[src/rpsb_pkg.sv]
// Shared types, codes and widths for the rotated palette sprite blitter.
package rpsb_pkg;

   // default geometry
   localparam int SCREEN_WIDTH_DEF    = 320;
   localparam int SCREEN_HEIGHT_DEF   = 240;
   localparam int MAX_SPRITE_SIZE_DEF = 32;
   localparam int PALETTE_ENTRIES_DEF = 256;

   // field and bus widths
   localparam int FUNC_W      = 2;
   localparam int LOAD_IDX_W  = 10;
   localparam int VALUE_W     = 16;
   localparam int ORIGIN_W    = 16;
   localparam int CELL_W      = 5;
   localparam int SIZE_W      = 6;
   localparam int ROT_W       = 2;
   localparam int FB_ADDR_W   = 17;
   localparam int COLOR_W     = 16;
   localparam int BYTE_W      = 8;
   localparam int PIX_W       = 8;
   localparam int COORD_W     = 17;  // origin plus cell, signed
   localparam int SRC_IDX_W   = 12;  // covers the largest sprite store
   localparam int PAL_IDX_W   = 8;   // covers the largest palette
   localparam int REQ_DATA_W  = 80;
   localparam int RSP_DATA_W  = 40;
   localparam int CSR_IDX_W   = 3;
   localparam int CSR_DATA_W  = 9;
   localparam logic [PIX_W-1:0] TRANSPARENT_INDEX = '0;

   // transaction kinds
   localparam logic [FUNC_W-1:0] FUNC_LOAD_PALETTE = 2'd0;
   localparam logic [FUNC_W-1:0] FUNC_LOAD_SPRITE  = 2'd1;
   localparam logic [FUNC_W-1:0] FUNC_DRAW         = 2'd2;

   // rotations
   localparam logic [ROT_W-1:0] ROT_NONE = 2'd0;
   localparam logic [ROT_W-1:0] ROT_90   = 2'd1;
   localparam logic [ROT_W-1:0] ROT_180  = 2'd2;
   localparam logic [ROT_W-1:0] ROT_270  = 2'd3;

   // register indexes
   localparam logic [CSR_IDX_W-1:0] CSR_CLIP_LEFT   = 3'd0;
   localparam logic [CSR_IDX_W-1:0] CSR_CLIP_TOP    = 3'd1;
   localparam logic [CSR_IDX_W-1:0] CSR_CLIP_RIGHT  = 3'd2;
   localparam logic [CSR_IDX_W-1:0] CSR_CLIP_BOTTOM = 3'd3;
   localparam logic [CSR_IDX_W-1:0] CSR_SWAP_BYTES  = 3'd4;

   localparam logic [8:0] CLIP_LEFT_RESET   = 9'd0;
   localparam logic [7:0] CLIP_TOP_RESET    = 8'd0;
   localparam logic [8:0] CLIP_RIGHT_RESET  = 9'd320;
   localparam logic [7:0] CLIP_BOTTOM_RESET = 8'd240;

   // first pipeline stage contents
   typedef struct packed {
      logic                        draw_ok;
      logic                        spr_we;
      logic                        pal_we;
      logic [SRC_IDX_W-1:0]        mem_idx;
      logic [PAL_IDX_W-1:0]        pal_idx;
      logic [VALUE_W-1:0]          value;
      logic signed [COORD_W-1:0]   dx;
      logic signed [COORD_W-1:0]   dy;
   } front_type;

endpackage

[src/rpsb_front.sv]
// First pipeline stage: decode, sprite geometry checks, rotated source index, screen coordinates.
module rpsb_front import rpsb_pkg::*; #(
   parameter int MAX_SPRITE_SIZE = MAX_SPRITE_SIZE_DEF,
   parameter int PALETTE_ENTRIES = PALETTE_ENTRIES_DEF
) (
   input  logic                       clock,
   input  logic                       reset,
   input  logic                       advance,
   input  logic                       in_valid,
   input  logic [FUNC_W-1:0]          func,
   input  logic [LOAD_IDX_W-1:0]      load_index,
   input  logic [VALUE_W-1:0]         load_value,
   input  logic signed [ORIGIN_W-1:0] origin_x,
   input  logic signed [ORIGIN_W-1:0] origin_y,
   input  logic [CELL_W-1:0]          cell_col,
   input  logic [CELL_W-1:0]          cell_row,
   input  logic [SIZE_W-1:0]          sprite_size,
   input  logic [ROT_W-1:0]           rotation,
   output logic                       a_valid,
   output front_type                  a_stage
);

   localparam int STORE_DEPTH = MAX_SPRITE_SIZE * MAX_SPRITE_SIZE;

   logic                 a_valid_ff, a_valid_in;
   front_type            a_ff, a_in;
   logic                 size_ok, cell_ok;
   logic [SRC_IDX_W-1:0] size_w, last_w, col_w, row_w, src_idx;

   always_comb begin
      size_w = SRC_IDX_W'(sprite_size);
      last_w = size_w - SRC_IDX_W'(1);
      col_w  = SRC_IDX_W'(cell_col);
      row_w  = SRC_IDX_W'(cell_row);
      size_ok = (sprite_size != '0) && (7'(sprite_size) <= 7'(MAX_SPRITE_SIZE));
      cell_ok = (SIZE_W'(cell_col) < sprite_size) && (SIZE_W'(cell_row) < sprite_size);

      case (rotation)
         ROT_90:  src_idx = (last_w - col_w) * size_w + row_w;
         ROT_180: src_idx = (last_w - row_w) * size_w + (last_w - col_w);
         ROT_270: src_idx = col_w * size_w + (last_w - row_w);
         default: src_idx = row_w * size_w + col_w;
      endcase

      a_in.draw_ok = (func == FUNC_DRAW) && size_ok && cell_ok;
      a_in.spr_we  = (func == FUNC_LOAD_SPRITE) &&
                     (16'(load_index) < 16'(STORE_DEPTH));
      a_in.pal_we  = (func == FUNC_LOAD_PALETTE) &&
                     (16'(load_index) < 16'(PALETTE_ENTRIES));
      a_in.mem_idx = (func == FUNC_DRAW) ? src_idx : SRC_IDX_W'(load_index);
      a_in.pal_idx = load_index[PAL_IDX_W-1:0];
      a_in.value   = load_value;
      a_in.dx      = {origin_x[ORIGIN_W-1], origin_x} + COORD_W'(cell_col);
      a_in.dy      = {origin_y[ORIGIN_W-1], origin_y} + COORD_W'(cell_row);

      a_valid_in = advance ? in_valid : a_valid_ff;
   end

   always_ff @(posedge clock) begin
      if (reset) begin
         a_valid_ff <= 1'b0;
      end else begin
         a_valid_ff <= a_valid_in;
      end
   end

   always_ff @(posedge clock) begin
      if (advance) begin
         a_ff <= a_in;
      end
   end

   assign a_valid = a_valid_ff;
   assign a_stage = a_ff;

endmodule

[config.mk]
export PLATFORM = sky130hd
export DESIGN_NAME = rpsb_front
export DESIGN_NICKNAME = d
export VERILOG_FILES = /design/src/rpsb_pkg.sv /design/src/rpsb_front.sv
export SDC_FILE = /design/constraint.sdc
export NUM_CORES = 1
export LEC_CHECK = 0
export BUFFER_PORTS_ARGS = -buffer_cell sky130_fd_sc_hd__buf_2
export CAP_MARGIN = 40
export CORE_MARGIN = 2
export CORE_UTILIZATION = 40
export CTS_BUF_LIST = sky130_fd_sc_hd__clkbuf_8
export DETAILED_ROUTE_END_ITERATION = 8
export GPL_ROUTABILITY_DRIVEN = 0
export HOLD_SLACK_MARGIN = 0.1
export SYNTH_ARGS = -nofsm -noshare
export SYNTH_HDL_FRONTEND = slang
export SYNTH_SLANG_ARGS = --single-unit
[constraint.sdc]
create_clock -name clock -period 11.9 [get_ports clock]
set_input_delay 2.38 -clock clock [delete_from_list [all_inputs] [get_ports clock]]
set_output_delay 2.38 -clock clock [all_outputs]
set_load 0.02 [all_outputs]
==> key figures <==
Synthesis
  – Number of flops mapped to enable cells by yosys: 73
  – Dominant synthesized flop cell: edfxtp_1
  – Register bit total from synthesis: 74
  – Top cell type's share of synthesized area: between 20 and 25%
  – Largest area contributor in the netlist: edfxtp_1
  – Mapped cell area: a little under 0.01 mm2
  – Sequential share of the synthesized area: 22.66%
  – Share of async-settable or async-resettable flops after synthesis: 0%
  – Distinct cells, synth: between 50 and 60
  – Syn nets: between 1000 and 1500
  – Post-Syn Area per Cell: between 9 and 10 um2
  – Post-synthesis cell count: about 990
  – Synth top area cells: edfxtp_1 (22%), fa_1 (22%), ha_1 (16%)
  – YS warnings: 0

Worst hold path
  – HP Class: register to register

Timing
  – Final hold viol count: 0
  – Slew HR: between 30% and 40%
  – Fmax: between 0.1 and 0.15 GHz
  – RSZ-0062 raised after global routing: no
  – Tcrit/Tclk final: between 70% and 80%
  – Slew @ Worst Pin: about 0.92 ns
  – Worst Skew: 0 ns
  – # setup viols final: 0
  – Final Critical Period: 9.165 ns
  – Setup TNS: 0 ns
  – Final Max Tran Viols: 0

Clocking
  – Setup Fix Bufs, Post-CTS: 0
  – Post_cts resized: 0
  – CTS max path bufs: 2
  – CTS root buf: clkbuf_8
  – Worst-path clk slew: ~0.090 ns
  – Hold buffer count at CTS: 0
  – Clk_lat worst skew: about 0.34 ns
  – CTS tree: yes
  – CTS sink cnt: 74
  – Total CTS buffers: 9
  – Number of H-tree levels: 3

Die
  – Die Wd: approximately 160 um
  – I/O pin cnt: around 160
  – Core area: between 0.02 and 0.025 mm2
  – Number of core rows: 57
  – Initial Util: approximately 40%
  – Die Y: approximately 160 um
  – Area of the die: about 0.026 mm2

Run status
  – Status: complete, no violations

Global routing
  – First-pass GRT wire length: approximately 40 mm
  – Largest net degree at the start of global routing: 70
  – Grt ovf: 0
  – Overall Global Routing Usage: slightly below 20%
  – Antenna violations before repair: 0
  – Vias in the first global route: between 7000 and 8000

Power
  – Sw power: roughly 1.2 mW
  – Cell leakage power: roughly 5.4 nW
  – Share of total power in sequential cells: 13.9%
  – Net Sw Frac: about half
  – Int Pwr: 1.191 mW
  – VDD IR-drop max: just over 200 uV
  – Clock share of power: ~8%
  – Combinational share of power: about 78%
  – Pwr dens: 214.4 mW/mm2

Placed design
  – Placed insts: 1453
  – PortBufs: between 150 and 200
  – HPWL Detailed: 20.46 mm

Cells and area
  – Fillers: roughly 2400
  – Area grow syn2layout: 13.64%
  – Final nets: about 1500
  – Most frequent cells in the layout: inv_1 (170), buf_2 (154), ha_1 (127), fa_1 (108), nand2_1 (87)
  – Finished Layout Cells: 1469
  – Register Area: roughly 0.0022 mm2
  – Share of cells above drive strength 1: 16.77%
  – # diodes: 0
  – Leading cell type in the layout, fill and taps excluded: inv_1
  – Multi-input gate area: 0.006827 mm2

Route
  – Remaining DRCs: 0
  – Initial drt markers: 484
  – WL final: ~25 mm
  – Final ANT Viol Nets: 0
  – DR vias: between 7000 and 8000
  – DRT Pass-1 Iters: 5
  – WL/cell: roughly 17 um
  – Vias per cell: 4.979

Flow run
  – Max_cap viols: 0

Worst setup path
  – Worst Setup End Kind: register
  – WP data arrival: 9.35 ns
  – Largest fanout on the critical path: 22
  – Crit Path Class: input port to register
  – Required time of the worst setup path: 12.09 ns
  – Crit start category: input port
  – R2R setup slack: 11.32 ns
[logic make-up after synthesis]
family	share of synthesized area (%)
adders and majority gates	38.43
buffers and inverters	7.396
xor gates and xnor gates	7.691
DFF	22.66
and+or+nand+nor	13.01
muxes	2.025
AOI/OAI and AO/OA	8.781
[worst max-delay path: stages]
cell and delay [ns]:
buf_2 0.45, clkinv_1 0.46, xnor2_1 0.36, ha_1 0.33, and2_1 0.16, o21ai_0 0.22, nand2_1 0.10, or2_2 0.30
xnor2_1 0.59, and2_1 0.25, fa_1 0.44, fa_1 0.48, fa_1 0.57, fa_1 0.55, ha_1 0.37, o21ai_1 0.16
nand2b_1 0.10, a21oi_1 0.15, a21oi_1 0.07, a31oi_1 0.23, xnor3_1 0.37, a221oi_2 0.27
[state kept, by name, summed over array words and instances, names as in the netlist]
| name | flops |
|---|---|
| a_valid | 1 |
| a_stage | 73 |
[layout make-up]
class / instances / area share [%]
clock buffers: 9 / 1.117
clock inverters: 7 / 0.5866
inverters: 174 / 5.888
multi-input cells: 725 / 61.55
flip-flops and latches: 74 / 19.94
well taps: 324 / 3.655
repair buffers: 156 / 7.265
[cell usage after synthesis, drive strengths merged (16+ instances only)]
cell    count
nand2      88
nor2       68
and2       49
xnor2      56
fa        108
inv       172
ha        127
clkbuf     17
xor2       25
edfxtp     73
o21a       16
o21ai      30
a21oi      31
[final timing paths]
path                  start           to  cells past startpoint
max          sprite_size[3]  a_stage[69]                     22
min                 a_valid      a_valid                      2
max reg2reg         a_valid      a_valid                      2
min reg2reg         a_valid      a_valid                      2
[metal layers]
metal / up-vias / GRT usage (%) / wire length, um
met4: 0 / 4.791 / 461
li1: 3532 / - / -
met2: 255 / 32.25 / 11210
met1: 3501 / 27.85 / 11350
met5: - / 0 / 0
met3: 26 / 3.065 / 1759
[stage by stage]
step | instance area, um2 | hold slack [ns] | worst slack, ns | power [mW] | utilization (%)
floorplan | 9761 | 0.5788 | 3.449 | 1.668 | -
CTS | 11090 | 0.5186 | 2.799 | 2.390 | 46.01
global route | 11090 | 0.5478 | 2.335 | 2.622 | 46.01
global placement | 10880 | 0.4730 | 2.566 | 2.183 | 45.12
finish | 11090 | 0.5051 | 2.735 | 2.378 | 46.01
detailed placement | 10900 | 0.4981 | 2.457 | 2.192 | 45.23
[power by group through the flow]
stage | Sequential [mW] | Clock [mW] | Combinational [mW]
global route | 0.332 | 0.200 | 2.09
CTS | 0.330 | 0.190 | 1.87
detailed placement | 0.336 | 0 | 1.86
global placement | 0.336 | 0 | 1.85
floorplan | 0.375 | 0 | 1.29
finish | 0.329 | 0.185 | 1.86
No activity file was read; power rests on OpenSTA's default activity.
